### src/hdl/fccm_pkg.sv
// ----------------------------------------------------------------------------
// fccm_pkg
// Shared types and constants of the cluster chain manager: request and
// response payloads, command and status codes, controller/datapath links.
// ----------------------------------------------------------------------------
package fccm_pkg;

  localparam int TABLE_ENTRIES_DEF = 1024;
  localparam int CMD_W             = 3;
  localparam int CLU_W             = 10;
  localparam int ST_W              = 2;
  localparam int LINK_W            = 32;
  localparam int RSV_ENTRIES       = 3;

  localparam logic [LINK_W-1:0] END_OF_CHAIN = '1;

  typedef enum logic [CMD_W-1:0] {
    CMD_ALLOC      = 3'd0,
    CMD_FREE_CHAIN = 3'd1,
    CMD_FREE_ONE   = 3'd2,
    CMD_FIND_TAIL  = 3'd3,
    CMD_APPEND     = 3'd4
  } cmd_e;

  typedef enum logic [ST_W-1:0] {
    ST_OK     = 2'd0,
    ST_FULL   = 2'd1,
    ST_RANGE  = 2'd2,
    ST_BROKEN = 2'd3
  } status_e;

  // which register feeds the result cluster
  typedef enum logic [1:0] {
    SRC_NONE  = 2'd0,
    SRC_QADDR = 2'd1,
    SRC_FRESH = 2'd2
  } res_src_e;

  typedef struct packed {
    logic [CMD_W-1:0] command;
    logic [CLU_W-1:0] start_cluster;
  } fccm_req_t;

  typedef struct packed {
    logic [CLU_W-1:0] cluster;
    logic [ST_W-1:0]  status;
  } fccm_rsp_t;

  // controller to datapath
  typedef struct packed {
    logic     clr_step;
    logic     load;
    logic     start_walk;
    logic     start_scan;
    logic     walk_next;
    logic     scan_next;
    logic     walk_clear;
    logic     free_one;
    logic     take_free;
    logic     set_tail;
    logic     link;
    logic     mark_full;
    logic     res_we;
    status_e  res_status;
    res_src_e res_src;
    logic     out_load;
  } dp_ctl_t;

  // datapath to controller
  typedef struct packed {
    logic             clr_last;
    logic             in_range;
    logic             hint_full;
    logic             q_zero;
    logic             q_eoc;
    logic             q_big;
    logic             walk_last;
    logic             scan_last;
    logic [CMD_W-1:0] cmd;
  } dp_stat_t;

endpackage

### src/hdl/fccm_ctrl.sv
// ----------------------------------------------------------------------------
// fccm_ctrl
// Sequencer: table clear after reset, request decode, chain walk,
// free-entry search, append link and response handoff.
// ----------------------------------------------------------------------------
module fccm_ctrl (
  input  logic                       clk,
  input  logic                       rst,
  input  logic                       req_valid,
  input  logic [fccm_pkg::CMD_W-1:0] req_cmd,
  input  logic                       rsp_ready,
  input  fccm_pkg::dp_stat_t         stat,
  output logic                       req_ready,
  output logic                       rsp_valid,
  output fccm_pkg::dp_ctl_t          ctl
);
  import fccm_pkg::*;

  typedef enum logic [5:0] {
    S_CLEAR = 6'b000001,
    S_IDLE  = 6'b000010,
    S_WALK  = 6'b000100,
    S_SCAN  = 6'b001000,
    S_LINK  = 6'b010000,
    S_DONE  = 6'b100000
  } state_t;

  state_t state;
  state_t state_next;

  assign req_ready = (state == S_IDLE);

  always_comb begin
    ctl        = '0;
    state_next = state;
    case (state)
      S_CLEAR: begin
        ctl.clr_step = 1'b1;
        if (stat.clr_last) begin
          state_next = S_IDLE;
        end
      end
      S_IDLE: begin
        if (req_valid) begin
          ctl.load   = 1'b1;
          ctl.res_we = 1'b1;
          state_next = S_DONE;
          case (req_cmd)
            CMD_ALLOC: begin
              if (stat.hint_full) begin
                ctl.res_status = ST_FULL;
              end else begin
                ctl.res_we     = 1'b0;
                ctl.start_scan = 1'b1;
                state_next     = S_SCAN;
              end
            end
            CMD_FREE_CHAIN, CMD_FIND_TAIL, CMD_APPEND: begin
              if (!stat.in_range) begin
                ctl.res_status = ST_RANGE;
              end else begin
                ctl.res_we     = 1'b0;
                ctl.start_walk = 1'b1;
                state_next     = S_WALK;
              end
            end
            CMD_FREE_ONE: begin
              if (!stat.in_range) begin
                ctl.res_status = ST_RANGE;
              end else begin
                ctl.free_one = 1'b1;
              end
            end
            default: ;
          endcase
        end
      end
      S_WALK: begin
        if (stat.q_zero) begin
          ctl.res_we     = 1'b1;
          ctl.res_status = ST_BROKEN;
          state_next     = S_DONE;
        end else begin
          ctl.walk_clear = (stat.cmd == CMD_FREE_CHAIN);
          if (stat.q_eoc) begin
            ctl.set_tail = 1'b1;
            ctl.res_we   = 1'b1;
            state_next   = S_DONE;
            if (stat.cmd == CMD_FIND_TAIL) begin
              ctl.res_src = SRC_QADDR;
            end else if (stat.cmd == CMD_APPEND) begin
              if (stat.hint_full) begin
                ctl.res_status = ST_FULL;
              end else begin
                ctl.res_we     = 1'b0;
                ctl.start_scan = 1'b1;
                state_next     = S_SCAN;
              end
            end
          end else if (stat.q_big) begin
            ctl.res_we     = 1'b1;
            ctl.res_status = ST_RANGE;
            state_next     = S_DONE;
          end else if (stat.walk_last) begin
            // visited as many entries as the table holds
            ctl.res_we     = 1'b1;
            ctl.res_status = ST_BROKEN;
            state_next     = S_DONE;
          end else begin
            ctl.walk_next = 1'b1;
          end
        end
      end
      S_SCAN: begin
        if (stat.q_zero) begin
          ctl.take_free = 1'b1;
          if (stat.cmd == CMD_APPEND) begin
            state_next = S_LINK;
          end else begin
            ctl.res_we  = 1'b1;
            ctl.res_src = SRC_QADDR;
            state_next  = S_DONE;
          end
        end else if (stat.scan_last) begin
          ctl.mark_full  = 1'b1;
          ctl.res_we     = 1'b1;
          ctl.res_status = ST_FULL;
          state_next     = S_DONE;
        end else begin
          ctl.scan_next = 1'b1;
        end
      end
      S_LINK: begin
        ctl.link    = 1'b1;
        ctl.res_we  = 1'b1;
        ctl.res_src = SRC_FRESH;
        state_next  = S_DONE;
      end
      S_DONE: begin
        if (!rsp_valid || rsp_ready) begin
          ctl.out_load = 1'b1;
          state_next   = S_IDLE;
        end
      end
      default: begin
        state_next = S_IDLE;
      end
    endcase
  end

  always_ff @(posedge clk) begin
    if (rst) begin
      state     <= S_CLEAR;
      rsp_valid <= 1'b0;
    end else begin
      state     <= state_next;
      rsp_valid <= ctl.out_load | (rsp_valid & ~rsp_ready);
    end
  end

endmodule

### config.mk
export PLATFORM = sky130hd
export DESIGN_NAME = fccm_ctrl
export DESIGN_NICKNAME = d
export VERILOG_FILES = /design/src/hdl/fccm_pkg.sv /design/src/hdl/fccm_ctrl.sv
export SDC_FILE = /design/constraint.sdc
export NUM_CORES = 1
export LEC_CHECK = 0
export CAP_MARGIN = 10
export CELL_PAD_IN_SITES_DETAIL_PLACEMENT = 1
export CELL_PAD_IN_SITES_GLOBAL_PLACEMENT = 1
export CORE_MARGIN = 2
export CORE_UTILIZATION = 39
export CTS_CLUSTER_DIAMETER = 150
export DETAILED_ROUTE_END_ITERATION = 8
export DONT_BUFFER_PORTS = 1
export GPL_ROUTABILITY_DRIVEN = 1
export PLACE_DENSITY_LB_ADDON = 0.1
export SLEW_MARGIN = 10
export SYNTH_ARGS = -nofsm -noshare
export SYNTH_HDL_FRONTEND = slang
export SYNTH_SLANG_ARGS = --single-unit
### constraint.sdc
create_clock -name clk -period 2.11 [get_ports clk]
set_clock_uncertainty 0.15 [all_clocks]
set_input_delay 0.3165 -clock clk [delete_from_list [all_inputs] [get_ports clk]]
set_output_delay 0.3165 -clock clk [all_outputs]
set_load 0.01 [all_outputs]
==> results_dict.tcl, run 1 <==
set metrics [dict create \
    worst_pin_slew_ns 0.455 \
    path_cells "nor4_4, nand3b_4, o31a_2, o22ai_2" \
    power.total_mw 0.334 \
    row_count 14 \
    wl_per_cell_um 16.4 \
    p_per_area_nw_per_um2 426 \
    die_h_um 44.6 \
    critPathMaxStageDelay_ns 0.37 \
    period_share_pct 100 \
    routed_wl_um 1890 \
    antennaDiodeCount 0 \
    cts_sinks 7 \
    critPathKind "flop to primary output" \
    grt_use_met3_pct 7.76 \
    layout_commonest_cell "inv_1" \
    clockBufferDepth 2 \
    ys_seq_area_share_pct 21.8 \
    antenna_found_initial 0 \
    met1_usage_pct 26.2 \
    drtAntennaViolNets 0 \
    route.vias.total 703 \
    grt-busiest-layer "met2" \
    hp-start "rst" \
    leakagePower_nw 0.378 \
    cpMaxStageDelayCell "o31a_2" \
    final_cell_mix "10 x inv_1, 9 x buf_4, 8 x nor2_1" \
    netlist_area_um2 642 \
    relSlewSlack_pct 69.4 \
    grt_setup_unrepaired "yes" \
    setup_violations 1 \
    io_buffers 0 \
    timing_hold_violations_final 0 \
    required_ns 1.64 \
    status "complete, but fails checks" \
    gr-total-overflow 0 \
    hp-class "input port to flop" \
    coreArea_um2 1520 \
    cp_max_fo 8 \
    max_freq_mhz 473 \
    synth_edf_count 0 \
    r2r-start "state[0]" \
    cp_top_family "compound AO/OA/AOI/OAI gates" \
    failed_checks "negative setup slack" \
    drt_iter0_drc 8 \
    maxSlewViolCount 0 \
    initial_core_util_pct 42.1 \
    fin_ws_ns -0.00549 \
    tns_ns -0.00549 \
    drv_cap 0 \
    worst-path-buf-inv 0 \
    start_kind "flop" \
    clk_pin_slew_ns 0.06 \
    multiInputGateArea_um2 477 \
    place.gp.congestion 0.780 \
    drcViolationCount 0 \
    via_per_inst 6.11 \
    synthCells 87 \
    finalCriticalPeriod_ns 2.12 \
    drt-pass1-iter-count 4 \
    cp-startpoint "state[5]" \
    grt_pass1_vias 698 \
    cp.arrival_ns 1.65 \
    ys_ff_latch 7 \
    io-pin-count 38 \
    ir_drop_uv 322 \
    cts_tree "done" \
    h-tree-depth 1 \
    track_usage_pct 20.4 \
    grt_max_degree 10 \
    cts_made_buffers 3 \
    seqCellArea_um2 144 \
    synth_cell_type_count 35 \
    nets 118 \
    synthFlopType "dfxtp_1" \
    grt_pass1_wl_um 2990 \
    clk_latency_ns 0.27 \
    hpwl_um 1480 \
    layout-drive-gt1-share_pct 28.3 \
    syn_avg_cell_area_um2 7.38 \
    area_delta_synth_final_pct 22.0 \
    die_area_um2 1990 \
    die_w_um 44.6 \
    use_met2_pct 32.8 \
    ys_warn_count 0 \
    n_fill_cell 206 \
    end_kind "primary output" \
    async_flop_share_pct 0 \
    clock-root-buffer "clkbuf_4" \
    syn-num-nets 105 \
]
[kinds of logic (layout without fill, tap and decap cells)]
group                  count (synthesis)  after routing  share of synthesized area (%)
flip-flops                             7              7                           21.8
buffers and inverters                 12             24                           7.60
AO/OA/AOI/OAI                         17             17                           19.5
AND/OR/NAND/NOR                       51             51                           51.1
[metal layers]
metal	vias to the layer above	share of wire (%)	wire length (µm)
met3	0	7.8	147
met2	29	47	884
met4	0	0	0
met1	328	45	854
met5	-	0	0
li1	346	-	-
[cells in the mapped netlist (2+ instances only)]
library cell | number | area [µm²]
nor2_1 | 8 | 30.0
nand2_1 | 7 | 26.3
nor2b_1 | 3 | 18.8
or2_2 | 2 | 12.5
a21oi_1 | 4 | 20.0
nand4_1 | 3 | 18.8
nor3_1 | 3 | 15.0
a31oi_1 | 2 | 12.5
nand4b_1 | 2 | 17.5
nor4_1 | 4 | 25.0
nand3b_1 | 3 | 22.5
nand2b_1 | 5 | 31.3
inv_1 | 10 | 37.5
nor3b_1 | 2 | 15.0
nand3_1 | 3 | 15.0
dfxtp_1 | 7 | 140
[final timing paths]
kind | endpoint | slack [ns] | cells after the start
min | state[0] | 0.009 | 2
max reg2reg | state[4] | 0.45 | 5
max | ctl[1] | -0.005 | 4
min reg2reg | rsp_valid | 0.39 | 2
[flip-flops by register name, indices dropped and copies added (netlist names)]
signal / cells
state: 6
rsp_valid: 1
[layout make-up]
cell class / instances / area share, %
multi-input combinational: 68 / 60.9
sequential: 7 / 18.4
tap: 16 / 2.56
inverter: 10 / 4.79
clock buffer: 3 / 2.88
timing repair buffer: 10 / 9.90
clock inverter: 1 / 0.639
[through the flow]
step | util (%) | hold WS (ns) | worst slack, ns | std cells | instance area (µm²)
2_1_floorplan | - | 0.236 | 0.131 | 87 | 642
3_3_place_gp | 46.1 | 0.238 | 0.195 | 108 | 703
3_5_place_dp | 46.1 | 0.242 | 0.177 | 108 | 703
4_1_cts | 51.4 | 0.00887 | -0.00756 | 115 | 783
5_1_grt | 51.4 | 0.0212 | -0.0808 | 115 | 783
6_report | 51.4 | 0.00879 | -0.00549 | 115 | 783
[timing repair]
action,CTS,global route
setup endpoints to repair,7,8
setup buffers,2,0
resized for setup,7,0
endpoints found under the hold margin,3,0
gates cloned,0,0
hold buffers,1,0
pin swaps,8,0
[power by group]
group	switching [mW]	total, mW	internal (mW)
combinational	0.0322	0.0625	0.0303
clock	0.0583	0.128	0.0697
sequential	0.00754	0.143	0.136
No activity file was read; power rests on OpenSTA's default activity.
==> run 2, diff against run 1 <==
--- a/config.mk
+++ b/config.mk
@@ -15,7 +15,6 @@
 export DONT_BUFFER_PORTS = 1
 export GPL_ROUTABILITY_DRIVEN = 1
 export PLACE_DENSITY_LB_ADDON = 0.1
-export SLEW_MARGIN = 10
 export SYNTH_ARGS = -nofsm -noshare
 export SYNTH_HDL_FRONTEND = slang
 export SYNTH_SLANG_ARGS = --single-unit
==> constraint.sdc (replaced) <==
create_clock -name clk -period 2.11 [get_ports clk]
set_clock_uncertainty 0.15 [all_clocks]
set_input_delay 0.211 -clock clk [delete_from_list [all_inputs] [get_ports clk]]
set_output_delay 0.211 -clock clk [all_outputs]
set_load 0.01 [all_outputs]
==> run 2 against run 1 <==
Compared with the run above:
- the flow now finishes without violations
- largest cell class unchanged
- sequential power barely moved
- non-clock buffer count down 2
- fmax is 4.1% higher
==> results_dict.tcl, run 2 (same netlist as run 1, synthesis figures left out) <==
set metrics [dict create \
    worst-path-buf-inv 0 \
    ir_drop_uv 364 \
    critPathMaxStageDelay_ns 0.38 \
    required_ns 1.75 \
    place.gp.congestion 0.760 \
    hold-worst-slack_ns 0.0536 \
    final_cell_mix "10 x inv_1, 8 x nor2_1, 7 x nand2_1" \
    routed_wl_um 1820 \
    grt_pass1_vias 710 \
    fin_area_um2 785 \
    timing_hold_violations_final 0 \
    wl_per_cell_um 16.1 \
    drcViolationCount 0 \
    setup_violations 0 \
    r2r_slack_ns 0.46 \
    h-tree-depth 1 \
    worst_pin_slew_ns 0.507 \
    maxSlewViolCount 0 \
    coreArea_um2 1520 \
    finalCriticalPeriod_ns 2.03 \
    hpwl_um 1460 \
    io-pin-count 38 \
    critPathKind "flop to primary output" \
    drv_cap 0 \
    p_per_area_nw_per_um2 416 \
    largest_register_ffs 6 \
    clock-root-buffer "clkbuf_4" \
    grt_max_degree 10 \
    hp-class "input port to flop" \
    row_count 14 \
    start_kind "flop" \
    r2r-start "state[5]" \
    clk_pin_slew_ns 0.06 \
    max_flop_register "state" \
    r2r-end "state[5]" \
    grt_setup_unrepaired "yes" \
    layout-drive-gt1-share_pct 24.7 \
    cts_tree "done" \
    clk_latency_ns 0.25 \
    dp.cells 105 \
    via_per_inst 6.12 \
    initial_core_util_pct 42.1 \
    whs_path_depth 3 \
    min_to "state[0]" \
    die_h_um 44.6 \
    cts_sinks 7 \
    layout_commonest_cell "inv_1" \
    io_buffers 0 \
    die_w_um 44.6 \
    max_freq_mhz 492 \
    period_share_pct 96.3 \
    nets 116 \
    leakagePower_nw 0.371 \
    drt_iter0_drc 10 \
    dpl_cell_area_um2 681 \
    end_kind "primary output" \
    grt_pass1_wl_um 2850 \
    cts_made_buffers 3 \
    antenna_found_initial 0 \
    clockBufferDepth 2 \
    relSlewSlack_pct 65.9 \
    cp.arrival_ns 1.67 \
    area_delta_synth_final_pct 22.2 \
    cp_max_fo 8 \
    path_cells "nor4_4, nand3b_4, o31a_2, o22ai_2" \
    route.vias.total 692 \
    status "complete, no violations" \
    track_usage_pct 19.4 \
    antennaDiodeCount 0 \
    die_area_um2 1990 \
    cpMaxStageDelayCell "o31a_2" \
    cp_top_family "compound AO/OA/AOI/OAI gates" \
    gr-total-overflow 0 \
    drtAntennaViolNets 0 \
    drt-pass1-iter-count 4 \
    hp-start "stat[10]" \
    rr_worst_depth 4 \
    fin_cells 113 \
    reg_top3 "state: 6 flops, rsp_valid: 1 flops" \
]
==> run 2: metal layers <==
| layer | routed length, µm | share of wire (%) | global-route usage [%] |
|---|---|---|---|
| met1 | 830 | 46 | 22.7 |
| met2 | 888 | 49 | 34.8 |
| met3 | 97 | 5.3 | 8.16 |
| met4 | 0 | 0 | 0 |
| met5 | 0 | 0 | 0 |
==> run 2: how the worst max path moves through the flow <==
stage | start | end | slack [ns] | cells after the start
floorplan | state[0] | ctl[3] | 0.24 | 4
global placement | state[2] | ctl[4] | 0.24 | 4
detailed placement | state[2] | ctl[4] | 0.18 | 4
CTS | state[0] | ctl[3] | 0.03 | 5
global route | state[5] | ctl[3] | -0.008 | 5
finish | state[5] | ctl[1] | 0.08 | 4
==> run 2: worst min-delay path, cell delays in order <==
cell	delay, ns
inv_1	0.03
a41oi_1	0.13
inv_1	0.05
==> run 2: report_power, final <==
| group | switching, mW | internal (mW) | leakage, nW | total [mW] |
|---|---|---|---|---|
| logic | 0.0306 | 0.0303 | 0.295 | 0.0609 |
| registers | 0.00911 | 0.136 | 0.0581 | 0.145 |
| clock network | 0.0506 | 0.0693 | 0.0177 | 0.120 |
==> run 2: per-stage QoR <==
step / setup WS (ns) / total power [mW] / setup TNS, ns / util [%]
after global routing: -0.00849 / 0.350 / -0.0130 / 51.5
after global placement: 0.242 / 0.200 / 0 / 44.7
after detailed placement: 0.184 / 0.200 / 0 / 44.7
after floorplan: 0.236 / 0.190 / 0 / -
after CTS: 0.0265 / 0.332 / 0 / 49.6
final: 0.0786 / 0.326 / 0 / 51.5
==> run 2: cell type report <==
type,instances,area (µm²)
Clock buffer,3,22.5
Clock inverter,1,5.00
Fill cell,198,739
Inverter,10,37.5
Multi-Input combinational cell,68,487
Sequential cell,7,145
Tap cell,16,20.0
Timing Repair Buffer,8,67.6
==> run 2: what timing repair did <==
action / in CTS / in global routing
setup endpoints to repair: 6 / 5
pin swaps: 1 / 4
hold buffers: 2 / 1
endpoints found under the hold margin: 5 / 1
buffers inserted: 1 / 0
resized for setup: 3 / 5
